--- src/hw/rtl/i2cm_pkg.sv ---
// ----------------------------------------------------------------------------
// i2cm_pkg
// Shared types and codes of the I2C master transaction engine: the input and
// result words, the bus phase encoding, request and status codes.
// ----------------------------------------------------------------------------
package i2cm_pkg;

    // Request codes carried by each input word
    localparam logic [1:0] REQ_TICK  = 2'd0;
    localparam logic [1:0] REQ_WRITE = 2'd1;
    localparam logic [1:0] REQ_READ  = 2'd2;
    localparam logic [1:0] REQ_BYTE  = 2'd3;

    // Completion status codes
    localparam logic [1:0] STAT_OK        = 2'd0;
    localparam logic [1:0] STAT_ADDR_NACK = 2'd1;
    localparam logic [1:0] STAT_DATA_NACK = 2'd2;

    // Address byte masks: force the R/W bit
    localparam logic [7:0] ADDR_WR_MASK = 8'hfe;
    localparam logic [7:0] ADDR_RD_BIT  = 8'h01;

    typedef enum logic [3:0] {
        PH_IDLE   = 4'd0,
        PH_START  = 4'd1,
        PH_TX_LO  = 4'd2,
        PH_TX_HI  = 4'd3,
        PH_TXA_LO = 4'd4,
        PH_TXA_HI = 4'd5,
        PH_WAIT   = 4'd6,
        PH_RX_LO  = 4'd7,
        PH_RX_HI  = 4'd8,
        PH_RXA_LO = 4'd9,
        PH_RXA_HI = 4'd10,
        PH_STOP1  = 4'd11,
        PH_STOP2  = 4'd12,
        PH_STOP3  = 4'd13
    } t_phase;

    typedef struct packed {
        logic [1:0]  req_type;
        logic [7:0]  dev_addr;
        logic [7:0]  wr_byte;
        logic [15:0] byte_count;
        logic        sda_in;
    } t_in_word;

    typedef struct packed {
        logic       scl;
        logic       sda_out;
        logic       need_byte;
        logic [7:0] rd_byte;
        logic       rd_valid;
        logic       done_res;
        logic [1:0] status;
        logic       busy_res;
    } t_out_word;

endpackage

--- src/hw/rtl/i2c_master_transaction_engine_core.sv ---
// ----------------------------------------------------------------------------
// i2c_master_transaction_engine_core
// I2C master that advances the bus by one timing tick per input word.
// ----------------------------------------------------------------------------
// Each input word is one bus timing tick and may carry a command: start a
// write or read transaction, or supply the next write byte. The engine
// takes one word every clock cycle; the phase update for a tick is a single
// pass of logic from the phase registers to the result register, so the
// result word for a tick appears on the output in the cycle after the tick is
// taken and the input stays ready while the output register is free or
// being emptied in the same cycle. Back-pressure on the result side stalls
// the input only when the held result is not taken. A transaction sends a
// start, the address byte (bit 0 cleared for write, set for read), then the
// data bytes, each followed by an ACK slot, and ends with a three-tick stop.
// Write bytes are requested by need_byte; while it is shown the lines hold
// and the word carrying the byte already drives the low half of bit 7. An
// address NACK ends with status 1, a data NACK with status 2. Reads ACK
// every byte but the last. COUNT_WIDTH sets how many low bits of
// byte_count are used.
module i2c_master_transaction_engine_core
    import i2cm_pkg::*;
#(
    parameter int COUNT_WIDTH = 16
) (
    input  logic      i_clk,
    input  logic      i_rst_n,
    input  logic      i_in_valid,
    output logic      o_in_ready,
    input  t_in_word  i_in_word,
    output logic      o_out_valid,
    input  logic      i_out_ready,
    output t_out_word o_out_word
);

    // Bus phase and transaction state
    t_phase                 r_phase,       n_phase;
    logic [2:0]             r_bit_index,   n_bit_index;
    logic [7:0]             r_shift,       n_shift;
    logic [COUNT_WIDTH-1:0] r_bytes_left,  n_bytes_left;
    logic                   r_is_read,     n_is_read;
    logic [1:0]             r_err,         n_err;
    logic                   r_scl,         n_scl;
    logic                   r_sda,         n_sda;
    logic                   r_addr_flight, n_addr_flight;

    // Result register
    logic      r_out_valid;
    t_out_word r_out_word;
    t_out_word w_result;

    logic                   w_accept;
    logic [COUNT_WIDTH-1:0] w_count;
    logic [COUNT_WIDTH-1:0] w_left_dec;
    logic [COUNT_WIDTH-1:0] w_txa_left;
    logic [7:0]             w_rx_shift;

    // Free the input while the result register is empty or its held result leaves this cycle
    assign o_in_ready = !r_out_valid || i_out_ready;
    assign w_accept   = i_in_valid && o_in_ready;

    assign w_count    = i_in_word.byte_count[COUNT_WIDTH-1:0];
    assign w_left_dec = r_bytes_left - COUNT_WIDTH'(1);
    // The address byte does not count against the data bytes
    assign w_txa_left = r_addr_flight ? r_bytes_left : w_left_dec;
    // Merge the sampled SDA into the receive shifter at the current bit
    assign w_rx_shift = r_shift | (8'(i_in_word.sda_in) << r_bit_index);

    // Next state
    always_comb begin
        n_phase       = r_phase;
        n_bit_index   = r_bit_index;
        n_shift       = r_shift;
        n_bytes_left  = r_bytes_left;
        n_is_read     = r_is_read;
        n_err         = r_err;
        n_scl         = r_scl;
        n_sda         = r_sda;
        n_addr_flight = r_addr_flight;
        case (r_phase)
            PH_WAIT: begin
                if (i_in_word.req_type == REQ_BYTE) begin
                    n_shift     = i_in_word.wr_byte;
                    n_bit_index = 3'd7;
                    n_scl       = 1'b0;
                    n_sda       = i_in_word.wr_byte[7];
                    n_phase     = PH_TX_HI;
                end
            end
            PH_START,
            PH_TX_LO: begin
                n_scl   = 1'b0;
                n_sda   = r_shift[r_bit_index];
                n_phase = PH_TX_HI;
            end
            PH_TX_HI: begin
                n_scl = 1'b1;
                if (r_bit_index == 3'd0) begin
                    n_phase = PH_TXA_LO;
                end else begin
                    n_bit_index = r_bit_index - 3'd1;
                    n_phase     = PH_TX_LO;
                end
            end
            PH_TXA_LO: begin
                n_scl   = 1'b0;
                n_sda   = 1'b1;
                n_phase = PH_TXA_HI;
            end
            PH_TXA_HI: begin
                n_scl         = 1'b1;
                n_sda         = 1'b1;
                n_addr_flight = 1'b0;
                if (i_in_word.sda_in) begin
                    n_err   = r_addr_flight ? STAT_ADDR_NACK : STAT_DATA_NACK;
                    n_phase = PH_STOP1;
                end else begin
                    n_bytes_left = w_txa_left;
                    if (w_txa_left == '0) begin
                        n_phase = PH_STOP1;
                    end else if (r_is_read) begin
                        n_phase     = PH_RX_LO;
                        n_bit_index = 3'd7;
                        n_shift     = 8'd0;
                    end else begin
                        n_phase = PH_WAIT;
                    end
                end
            end
            PH_RX_LO: begin
                n_scl   = 1'b0;
                n_sda   = 1'b1;
                n_phase = PH_RX_HI;
            end
            PH_RX_HI: begin
                n_scl   = 1'b1;
                n_shift = w_rx_shift;
                if (r_bit_index == 3'd0) begin
                    n_phase = PH_RXA_LO;
                end else begin
                    n_bit_index = r_bit_index - 3'd1;
                    n_phase     = PH_RX_LO;
                end
            end
            PH_RXA_LO: begin
                n_scl   = 1'b0;
                // ACK while more than one byte remains, NACK the last
                n_sda   = (r_bytes_left == '0) || (r_bytes_left == COUNT_WIDTH'(1));
                n_phase = PH_RXA_HI;
            end
            PH_RXA_HI: begin
                n_scl        = 1'b1;
                n_bytes_left = w_left_dec;
                if (w_left_dec == '0) begin
                    n_phase = PH_STOP1;
                end else if (r_is_read) begin
                    n_phase     = PH_RX_LO;
                    n_bit_index = 3'd7;
                    n_shift     = 8'd0;
                end else begin
                    n_phase = PH_WAIT;
                end
            end
            PH_STOP1: begin
                n_scl   = 1'b0;
                n_sda   = 1'b0;
                n_phase = PH_STOP2;
            end
            PH_STOP2: begin
                n_scl   = 1'b1;
                n_sda   = 1'b0;
                n_phase = PH_STOP3;
            end
            PH_STOP3: begin
                n_scl   = 1'b1;
                n_sda   = 1'b1;
                n_phase = PH_IDLE;
            end
            default: begin
                // Idle: a start request pulls SDA low with SCL still high
                if (i_in_word.req_type == REQ_WRITE || i_in_word.req_type == REQ_READ) begin
                    n_is_read     = (i_in_word.req_type == REQ_READ);
                    n_shift       = (i_in_word.req_type == REQ_READ)
                                    ? (i_in_word.dev_addr | ADDR_RD_BIT)
                                    : (i_in_word.dev_addr & ADDR_WR_MASK);
                    n_bytes_left  = w_count;
                    n_err         = STAT_OK;
                    n_addr_flight = 1'b1;
                    n_bit_index   = 3'd7;
                    n_sda         = 1'b0;
                    n_phase       = PH_TX_LO;
                end else begin
                    n_phase = PH_IDLE;
                end
            end
        endcase
    end

    // Result word
    always_comb begin
        w_result           = '0;
        w_result.scl       = n_scl;
        w_result.sda_out   = n_sda;
        w_result.busy_res  = 1'b1;
        case (r_phase)
            PH_WAIT: begin
                w_result.need_byte = (i_in_word.req_type != REQ_BYTE);
            end
            PH_RX_HI: begin
                if (r_bit_index == 3'd0) begin
                    w_result.rd_valid = 1'b1;
                    w_result.rd_byte  = w_rx_shift;
                end
            end
            PH_STOP3: begin
                w_result.done_res = 1'b1;
                w_result.busy_res = 1'b0;
                w_result.status   = r_err;
            end
            PH_START, PH_TX_LO, PH_TX_HI, PH_TXA_LO, PH_TXA_HI,
            PH_RX_LO, PH_RXA_LO, PH_RXA_HI, PH_STOP1, PH_STOP2: begin
                w_result.busy_res = 1'b1;
            end
            default: begin
                w_result.busy_res = (i_in_word.req_type == REQ_WRITE)
                                 || (i_in_word.req_type == REQ_READ);
            end
        endcase
    end

    // Advance the state only on a taken tick
    always_ff @(posedge i_clk) begin
        if (!i_rst_n) begin
            r_phase       <= PH_IDLE;
            r_bit_index   <= 3'd7;
            r_shift       <= 8'd0;
            r_bytes_left  <= '0;
            r_is_read     <= 1'b0;
            r_err         <= STAT_OK;
            r_scl         <= 1'b1;
            r_sda         <= 1'b1;
            r_addr_flight <= 1'b0;
        end else if (w_accept) begin
            r_phase       <= n_phase;
            r_bit_index   <= n_bit_index;
            r_shift       <= n_shift;
            r_bytes_left  <= n_bytes_left;
            r_is_read     <= n_is_read;
            r_err         <= n_err;
            r_scl         <= n_scl;
            r_sda         <= n_sda;
            r_addr_flight <= n_addr_flight;
        end
    end

    // Hold the result until the consumer takes it
    always_ff @(posedge i_clk) begin
        if (!i_rst_n) begin
            r_out_valid <= 1'b0;
        end else if (w_accept) begin
            r_out_valid <= 1'b1;
        end else if (i_out_ready) begin
            r_out_valid <= 1'b0;
        end
    end

    always_ff @(posedge i_clk) begin
        if (w_accept) begin
            r_out_word <= w_result;
        end
    end

    assign o_out_valid = r_out_valid;
    assign o_out_word  = r_out_word;

endmodule

--- config.mk ---
export PLATFORM = sky130hd
export DESIGN_NAME = i2c_master_transaction_engine_core
export DESIGN_NICKNAME = d
export VERILOG_FILES = /design/src/hw/rtl/i2cm_pkg.sv /design/src/hw/rtl/i2c_master_transaction_engine_core.sv
export SDC_FILE = /design/constraint.sdc
export NUM_CORES = 1
export LEC_CHECK = 0
export BUFFER_PORTS_ARGS = -buffer_cell sky130_fd_sc_hd__buf_4
export CAP_MARGIN = 20
export CORE_UTILIZATION = 47
export DETAILED_ROUTE_END_ITERATION = 6
export GPL_ROUTABILITY_DRIVEN = 0
export HOLD_SLACK_MARGIN = 0.12
export PLACE_DENSITY = 0.79
export SLEW_MARGIN = 25
export SYNTH_ARGS = -nofsm -noshare
export SYNTH_HDL_FRONTEND = slang
export SYNTH_SLANG_ARGS = --single-unit
--- constraint.sdc ---
create_clock -name i_clk -period 3.6 [get_ports i_clk]
set_input_delay 0.72 -clock i_clk [delete_from_list [all_inputs] [get_ports i_clk]]
set_output_delay 0.72 -clock i_clk [all_outputs]
set_load 0.02 [all_outputs]
### After elaboration in Yosys (flattened, before gate mapping)

Index checks and enable logic that the tools add are counted.

| operators by class | value |
|---|---|
| bitwise operators | 6 |
| reduce and logical (&&, ||, !) cells | 35 |
| equal/unequal tests | 24 |
| order comparisons | 1 |
| muxes and demuxes | 47 |
| add/sub/neg operators | 2 |
| shift operators | 1 |

Operator list:

| kind | count |
|---|---|
| logical NOT 16 bit | 3 |
| 2-to-1 mux 16 bit | 3 |
| 2-to-1 mux 8 bit | 6 |
| case mux 16 bit (3 select lines) | 1 |
| case mux 4 bit (12 select lines) | 1 |
| case mux 8 bit (5 select lines) | 1 |
| 2-to-1 mux 3 bit | 9 |
| == test 4 bit, second input constant | 6 |
| OR reduction 12 bit | 2 |
| 2-to-1 mux 4 bit | 5 |
| == test 16 x 1 -> 1 bit, second input constant | 1 |
| == test 4 x 3 -> 1 bit, second input constant | 4 |
| subtractor 16 x 1 -> 16 bit, second input constant | 1 |
| case mux 3 bit (5 select lines) | 1 |
| inequality test 2 bit, second input constant | 7 |
| OR reduction 13 bit | 1 |
| OR reduction 6 bit | 2 |
| OR reduction 11 bit | 1 |
| 2-to-1 mux 1 bit | 10 |
| nonzero test 5 bit | 2 |
| OR reduction 9 bit | 1 |
| == test 4 x 2 -> 1 bit, second input constant | 2 |
| 2-to-1 mux 2 bit | 4 |
| OR 8 bit | 1 |
| other kinds (27) | 41 |

| word-level totals | value |
|---|---|
| output and inout port bits | 18 |
| bits of input ports | 39 |
| register bits | 54 |
| word-level logic and storage cells | 134 |

### Logic depth before layout (Yosys ltp)

Gate-level depths: netlist of the first run.

| logic depth | value |
|---|---|
| depth after elaboration | 6 |
| depth in mapped cells | 13 |
| mapped depth without buffers | 10 |

### Least setup slack after synthesis of the first run

Ideal clock, no wire load.

| timing | value |
|---|---|
| kind | reg-to-reg |
| from | reg r_bytes_left[2] |
| to | reg r_bit_index[1] |
| period minus slack after synthesis | 2.996 ns |
| data arrival time | 2.876 ns |
| data required time | 3.479 ns |
| setup time | 0.121 ns |
| cell stages (with the launch flop) | 9 |
| path buffers | 0 |
| slack | 0.604 ns |
| cell sequence | dfxtp_1 or4_4 nor4_4 mux2_4 o32a_2 o41ai_4 a211o_1 nor2_1 mux2_2 |

| on the way | value |
|---|---|
| cells in the longest elaborated chain, start to end | 5 |
| elaborated cells on any way between the ends | 7 |
| those cells by class | add/sub (1); eq/ne (2); mux (1); reduce/logical (3) |

Ends and longest elaborated chain:

| element | line | RTL |
|---|---|---|
| from (decl) | i2c_master_transaction_engine_core.sv:39 | `logic [COUNT_WIDTH-1:0] r_bytes_left, n_bytes_left;` |
| from (signal assigned) | i2c_master_transaction_engine_core.sv:246 | `r_bytes_left <= n_bytes_left;` |
| subtractor 16 x 1 -> 16 bit | i2c_master_transaction_engine_core.sv:62 | `assign w_left_dec = r_bytes_left - COUNT_WIDTH'(1);` |
| 2-to-1 mux 16 bit | i2c_master_transaction_engine_core.sv:64 | `assign w_txa_left = r_addr_flight ? r_bytes_left : w_left_dec;` |
| logical NOT 16 bit | i2c_master_transaction_engine_core.sv:118 | `if (w_txa_left == '0) begin` |
| inequality test 2 bit (no line) | n/a |  |
| AND reduction 8 bit (no line) (*) | n/a |  |
| to (signal assigned) | i2c_master_transaction_engine_core.sv:244 | `r_bit_index <= n_bit_index;` |
| to (decl) | i2c_master_transaction_engine_core.sv:37 | `logic [2:0] r_bit_index, n_bit_index;` |

Every way passes the cells marked *; elsewhere a longest branch is shown, timed or not.
A chain may end at the register's enable or synchronous reset.

### Worst setup path after layout of the first run

| timing | value |
|---|---|
| from | reg r_bytes_left[0] |
| to | reg r_shift[6] |

| on the way | value |
|---|---|
| cells in the longest elaborated chain, start to end | 5 |
| elaborated cells on any way between the ends | 7 |
| those cells by class | add/sub (1); eq/ne (2); mux (1); reduce/logical (3) |

Ends and longest elaborated chain:

| element | line | RTL |
|---|---|---|
| subtractor 16 x 1 -> 16 bit | i2c_master_transaction_engine_core.sv:62 |  |
| 2-to-1 mux 16 bit | i2c_master_transaction_engine_core.sv:64 |  |
| logical NOT 16 bit | i2c_master_transaction_engine_core.sv:118 |  |
| inequality test 2 bit (no line) | n/a |  |
| AND reduction 7 bit (no line) (*) | n/a |  |
| to (signal assigned) | i2c_master_transaction_engine_core.sv:245 | `r_shift <= n_shift;` |
| to (decl) | i2c_master_transaction_engine_core.sv:38 | `logic [7:0] r_shift, n_shift;` |

Marks and branches as above.

==> flow_summary.json, run 1 <==
{
  "status": "complete, but fails checks",
  "violations": "DRC",
  "synth_area_leaders": "dfxtp_1, edfxtp_1, nand2_1",
  "p_clk_frac": 0.222,
  "path_clk_slew_ps": 110,
  "antenna_found_initial": 0,
  "synth_edf_count": 16,
  "dpl.hpwl_um": 7740,
  "setup_viol": 0,
  "grt_pass1_vias": 3757,
  "gr-usage-all-layers": 0.256,
  "syn_avg_cell_area_um2": 7.75,
  "htree_levels": 2,
  "reg2reg_slack_ps": 390,
  "pwr_density_cell_nw_per_um2": 375,
  "vias_per_cell": 6.26,
  "io_buffers": 55,
  "crit_type": "reg2reg",
  "cts.repair.resized": 0,
  "die_h_um": 93.9,
  "gr-total-overflow": 0,
  "hold_viol_final": 0,
  "clkSinkCount": 54,
  "drc_errors": 2,
  "syn_to_final_growth_pct": 16.2,
  "clock_path_buffers": 2,
  "cp-end-kind": "flop",
  "synth_seq_area_share": 0.313,
  "finalClockSkew_ps": 15.6,
  "routed_wl_um": 11000,
  "seqPwrFrac": 0.425,
  "start_kind": "flop",
  "diodes": 0,
  "postCtsSetupRepairBufs": 0,
  "die_area_um2": 8820,
  "max_freq_ghz": 0.311,
  "dr_total_vias": 4155,
  "synth_cell_types": 74,
  "numCtsBuffers": 5,
  "cts_tree": "built",
  "async_reset_ff_frac": 0,
  "required_ps": 3830,
  "cts-root-buf": "clkbuf_8",
  "ant_nets": 0,
  "power_switching_mw": 0.633,
  "finalCriticalPeriod_ps": 3210,
  "slew_viol_final": 0,
  "max-slew-margin-rel": 0.358,
  "synth_top_cells_by_count": "nand2_1, nor2_1, o21ai_0, dfxtp_1, clkbuf_1",
  "grt_max_degree": 48,
  "grt_pass1_wl_um": 18100,
  "comb_power_share": 0.354,
  "yosysMostFrequentCell": "nand2_1",
  "netSwitchingFraction": 0.367,
  "worstHoldPathType": "reg2reg",
  "yosysTopAreaCellShare": 0.192,
  "crit_path_max_fanout": 16,
  "drv_cap": 0,
  "num-nets-final": 605,
  "wl_per_cell_um": 16.6,
  "synth_warnings": 0,
  "insertion_delay_ps": 320,
  "peakVddDrop_mv": 0.223,
  "die_width_um": 93.9,
  "synth.largest_area_cell": "dfxtp_1",
  "start_util": 0.485,
  "syn_nets": 559,
  "worst_pin_slew_ps": 962,
  "tns_ps": 0,
  "fin_crit_sh": 0.892,
  "synthFlopType": "dfxtp_1",
  "drtIter0Drc": 415,
  "rsz0062_at_grt": "no",
  "postSynthCellCount": 512,
  "critical_path_arrival_ps": 3440,
  "post-route-util": 0.564,
  "ys_seq_elements": 54,
  "core_um2": 8180,
  "drive_gt1_frac": 0.174,
  "rows": 33,
  "hold_buffers": 0,
  "pin_count": 57,
  "leakage_nw": 1.85,
  "drt_pass1_iterations": 7,
  "p_int_mw": 1.09,
  "syn_area_um2": 3970
}
## power by group through the flow
| stage | Clock, mW | Combinational [mW] | Sequential, mW |
|---|---|---|---|
| final | 0.383 | 0.611 | 0.734 |
| after CTS | 0.392 | 0.599 | 0.732 |
| after global placement | 0 | 0.583 | 0.743 |
| after global routing | 0.418 | 0.668 | 0.742 |
| after detailed placement | 0 | 0.596 | 0.745 |
| after floorplan | 0 | 0.436 | 0.725 |
## cell type report
type	instances	area, um^2
Multi-Input combinational cell	410	2530
Timing Repair Buffer	74	556
Clock inverter	2	16.3
Clock buffer	6	82.6
Fill cell	749	3560
Sequential cell	54	1240
Tap cell	105	131
Inverter	13	48.8
## sequential cells by signal (all words and copies together), names as in the netlist, 2 cells and up
signal,flops
o_out_word,16
r_bit_index,3
r_bytes_left,16
r_err,2
r_phase,4
r_shift,8
## critical path, cell delays in order, from the launching register on
cell	delay, ps
dfxtp_1	570
inv_1	130
ha_1	240
buf_4	190
nor3b_1	180
and4_1	290
a21oi_1	160
o32a_2	200
o41ai_4	100
a2111oi_4	750
nor2_1	110
a31o_1	210
## routing by layer
metal,track usage,routed length (um),part of all wire,vias to the layer above
li1,-,-,-,1964
met1,0.358,4630,0.42,1913
met2,0.395,5110,0.46,233
met3,0.0372,929,0.084,45
met4,0.0987,339,0.031,0
met5,0,0,0,-
## cell usage in the layout (no fill, tap or decap), types with 8 or more instances in the layout
| cell type | count |
|---|---|
| a21boi_0 | 11 |
| edfxtp_1 | 16 |
| nor3_1 | 20 |
| nand3_1 | 17 |
| buf_4 | 74 |
| nor4_1 | 8 |
| and2_1 | 17 |
| o21ai_0 | 41 |
| nor2_1 | 53 |
| dfxtp_1 | 38 |
| o21a_1 | 11 |
| ha_1 | 8 |
| nand2_1 | 73 |
| inv_1 | 13 |
| a21oi_1 | 20 |
## worst paths after layout
path | to | cells after the start | from
worst max register to register | r_shift[6] | 11 | r_bytes_left[0]
worst min register to register | r_err[0] | 2 | r_err[0]
worst min-delay path | r_err[0] | 2 | r_err[0]
worst max-delay path | r_shift[6] | 11 | r_bytes_left[0]
## through the flow
step           setup WS (ps)  hold WS, ps  power [mW]  cell area (um^2)  std cells
3_3_place_gp             452          447        1.33              4510        656
6_report                 388          462        1.73              4610        664
2_1_floorplan            604          436        1.16              3970        512
5_1_grt                  183          490        1.83              4610        664
3_5_place_dp             439          452        1.34              4510        656
4_1_cts                  416          466        1.72              4610        664
## cells by family after synthesis
family	after synthesis	share of synthesized area
flip-flops	54	0.313
buffers and inverters	48	0.0511
XOR/XNOR	9	0.0199
AND/OR/NAND/NOR	238	0.298
AO/OA/AOI/OAI	148	0.268
adder cells (fa/ha/maj)	8	0.0252
multiplexers	7	0.0255
Power figures use the tool's default switching activity.
==> inputs of run 2 (changes only) <==
- CORE_ASPECT_RATIO: unset -> 1.25
==> run 2 against run 1 <==
The run still ends with DRC left. Critical path depth is 1 lower. Utilization down 0.65 points. Non-clock buffer count decreased by 6. Critical path type unchanged. Critical endpoint unchanged. Largest power group unchanged. Highest routed layer unchanged.
==> flow_summary.json, run 2 (synthesis results as in run 1) <==
{
  "cts-root-buf": "clkbuf_8",
  "worstHoldPathType": "reg2reg",
  "max_freq_ghz": 0.301,
  "fin_crit_sh": 0.924,
  "gr-usage-met1": 0.286,
  "reg2reg_depth": 10,
  "final_common_cell": "nand2_1",
  "postCtsSetupRepairBufs": 0,
  "drt_pass1_iterations": 7,
  "start_kind": "flop",
  "startpoint": "r_bytes_left[0]",
  "hold_slack_ps": 479,
  "hold_viol_final": 0,
  "num-nets-final": 599,
  "start_util": 0.484,
  "use_met2": 0.444,
  "die_area_um2": 8820,
  "peakVddDrop_mv": 0.205,
  "antenna_found_initial": 0,
  "core_um2": 8190,
  "grt_most_used_layer": "met2",
  "cp_cell_sequence": "inv_1, ha_1, or3b_2, nor4_1, xnor2_1, nand4b_1, o41ai_4, a2111oi_4, nor2_1, a31o_1",
  "gr-total-overflow": 0,
  "wl_per_cell_um": 16.7,
  "diodes": 0,
  "htree_levels": 2,
  "power_mw": 1.78,
  "drtIter0Drc": 238,
  "finalCriticalPeriod_ps": 3320,
  "drive_gt1_frac": 0.163,
  "cp-end-kind": "flop",
  "insertion_delay_ps": 320,
  "drv_cap": 0,
  "numCtsBuffers": 5,
  "vias_per_cell": 6.25,
  "max_stage_delay_ps": 780,
  "grt_pass1_vias": 3989,
  "grt_pass1_wl_um": 17900,
  "pin_count": 57,
  "netSwitchingFraction": 0.358,
  "crit_path_end": "r_shift[6]",
  "slew_viol_final": 0,
  "use_met3": 0.0316,
  "cts_tree": "built",
  "tns_ps": 0,
  "max-slew-margin-rel": 0.384,
  "crit_path_max_fanout": 16,
  "p_clk_frac": 0.249,
  "worst_pin_slew_ps": 917,
  "hold_buffers": 0,
  "setup_viol": 0,
  "clock_path_buffers": 2,
  "drc_errors": 2,
  "p_int_mw": 1.14,
  "seqPwrFrac": 0.411,
  "dpl.hpwl_um": 7750,
  "reg2reg_to": "r_shift[6]",
  "cts.repair.resized": 0,
  "crit_buf_inv": 1,
  "cp_top_family": "simple AND/OR/NAND/NOR gates",
  "finalClockSkew_ps": 8.36,
  "violations": "DRC",
  "slowest_stage": "a2111oi_4",
  "rows": 37,
  "grt_max_degree": 48,
  "crit_type": "reg2reg",
  "die_h_um": 105,
  "clkSinkCount": 54,
  "ant_nets": 0,
  "leakage_nw": 1.82,
  "status": "complete, but fails checks",
  "die_width_um": 84.2,
  "comb_power_share": 0.339,
  "mostFrequentLayoutCells": "nand2_1, buf_4, nor2_1",
  "r2r_start": "r_bytes_left[0]",
  "syn_to_final_growth_pct": 15.1,
  "dr_total_vias": 4063,
  "critical_path_cell_count": 10,
  "io_buffers": 55,
  "routed_wl_um": 10900,
  "reg2reg_slack_ps": 280,
  "path_clk_slew_ps": 110,
  "critical_path_arrival_ps": 3550,
  "required_ps": 3830,
  "post-route-util": 0.557,
  "rsz0062_at_grt": "no",
  "power_switching_mw": 0.638,
  "pwr_density_cell_nw_per_um2": 389,
  "gr-usage-all-layers": 0.249
}
-- run 2: worst min path at each step --
stage / end / start / cells after the start
after floorplan: r_err[0] / r_err[0] / 2
after global placement: r_err[0] / r_err[0] / 2
after detailed placement: r_err[0] / r_err[0] / 2
after CTS: r_err[0] / r_err[0] / 2
after global routing: r_err[0] / r_err[0] / 2
final: r_err[0] / r_err[0] / 2
-- run 2: power groups by stage --
stage	Combinational (mW)	Clock (mW)	Sequential (mW)
global route	0.659	0.466	0.740
finish	0.604	0.444	0.732
floorplan	0.436	0	0.725
global placement	0.578	0	0.742
CTS	0.595	0.451	0.729
detailed placement	0.591	0	0.743
-- run 2: per-layer routing --
| metal | vias to the layer above | share of wire |
|---|---|---|
| met5 | - | 0 |
| met4 | 0 | 0.044 |
| met3 | 46 | 0.054 |
| met2 | 172 | 0.50 |
| met1 | 1888 | 0.40 |
| li1 | 1957 | - |
-- run 2: worst register-to-register path, cell delays in order (launching register included) --
cell	delay [ps]
dfxtp_1	440
inv_1	130
ha_1	180
or3b_2	510
nor4_1	390
xnor2_1	130
nand4b_1	210
o41ai_4	130
a2111oi_4	780
nor2_1	130
a31o_1	210
-- run 2: cell type report --
type / instances / area (um^2)
Clock inverter: 3 / 47.5
Inverter: 13 / 48.8
Multi-Input combinational cell: 410 / 2530
Fill cell: 762 / 3630
Clock buffer: 5 / 68.8
Tap cell: 97 / 121
Timing Repair Buffer: 68 / 510
Sequential cell: 54 / 1240
-- run 2: stage by stage --
step                worst slack (ps)  std cells  cell area (um^2)
floorplan                        604        512              3970
global placement                 459        642              4450
detailed placement               348        642              4450
CTS                              337        650              4570
global route                     105        650              4570
finish                           275        650              4570
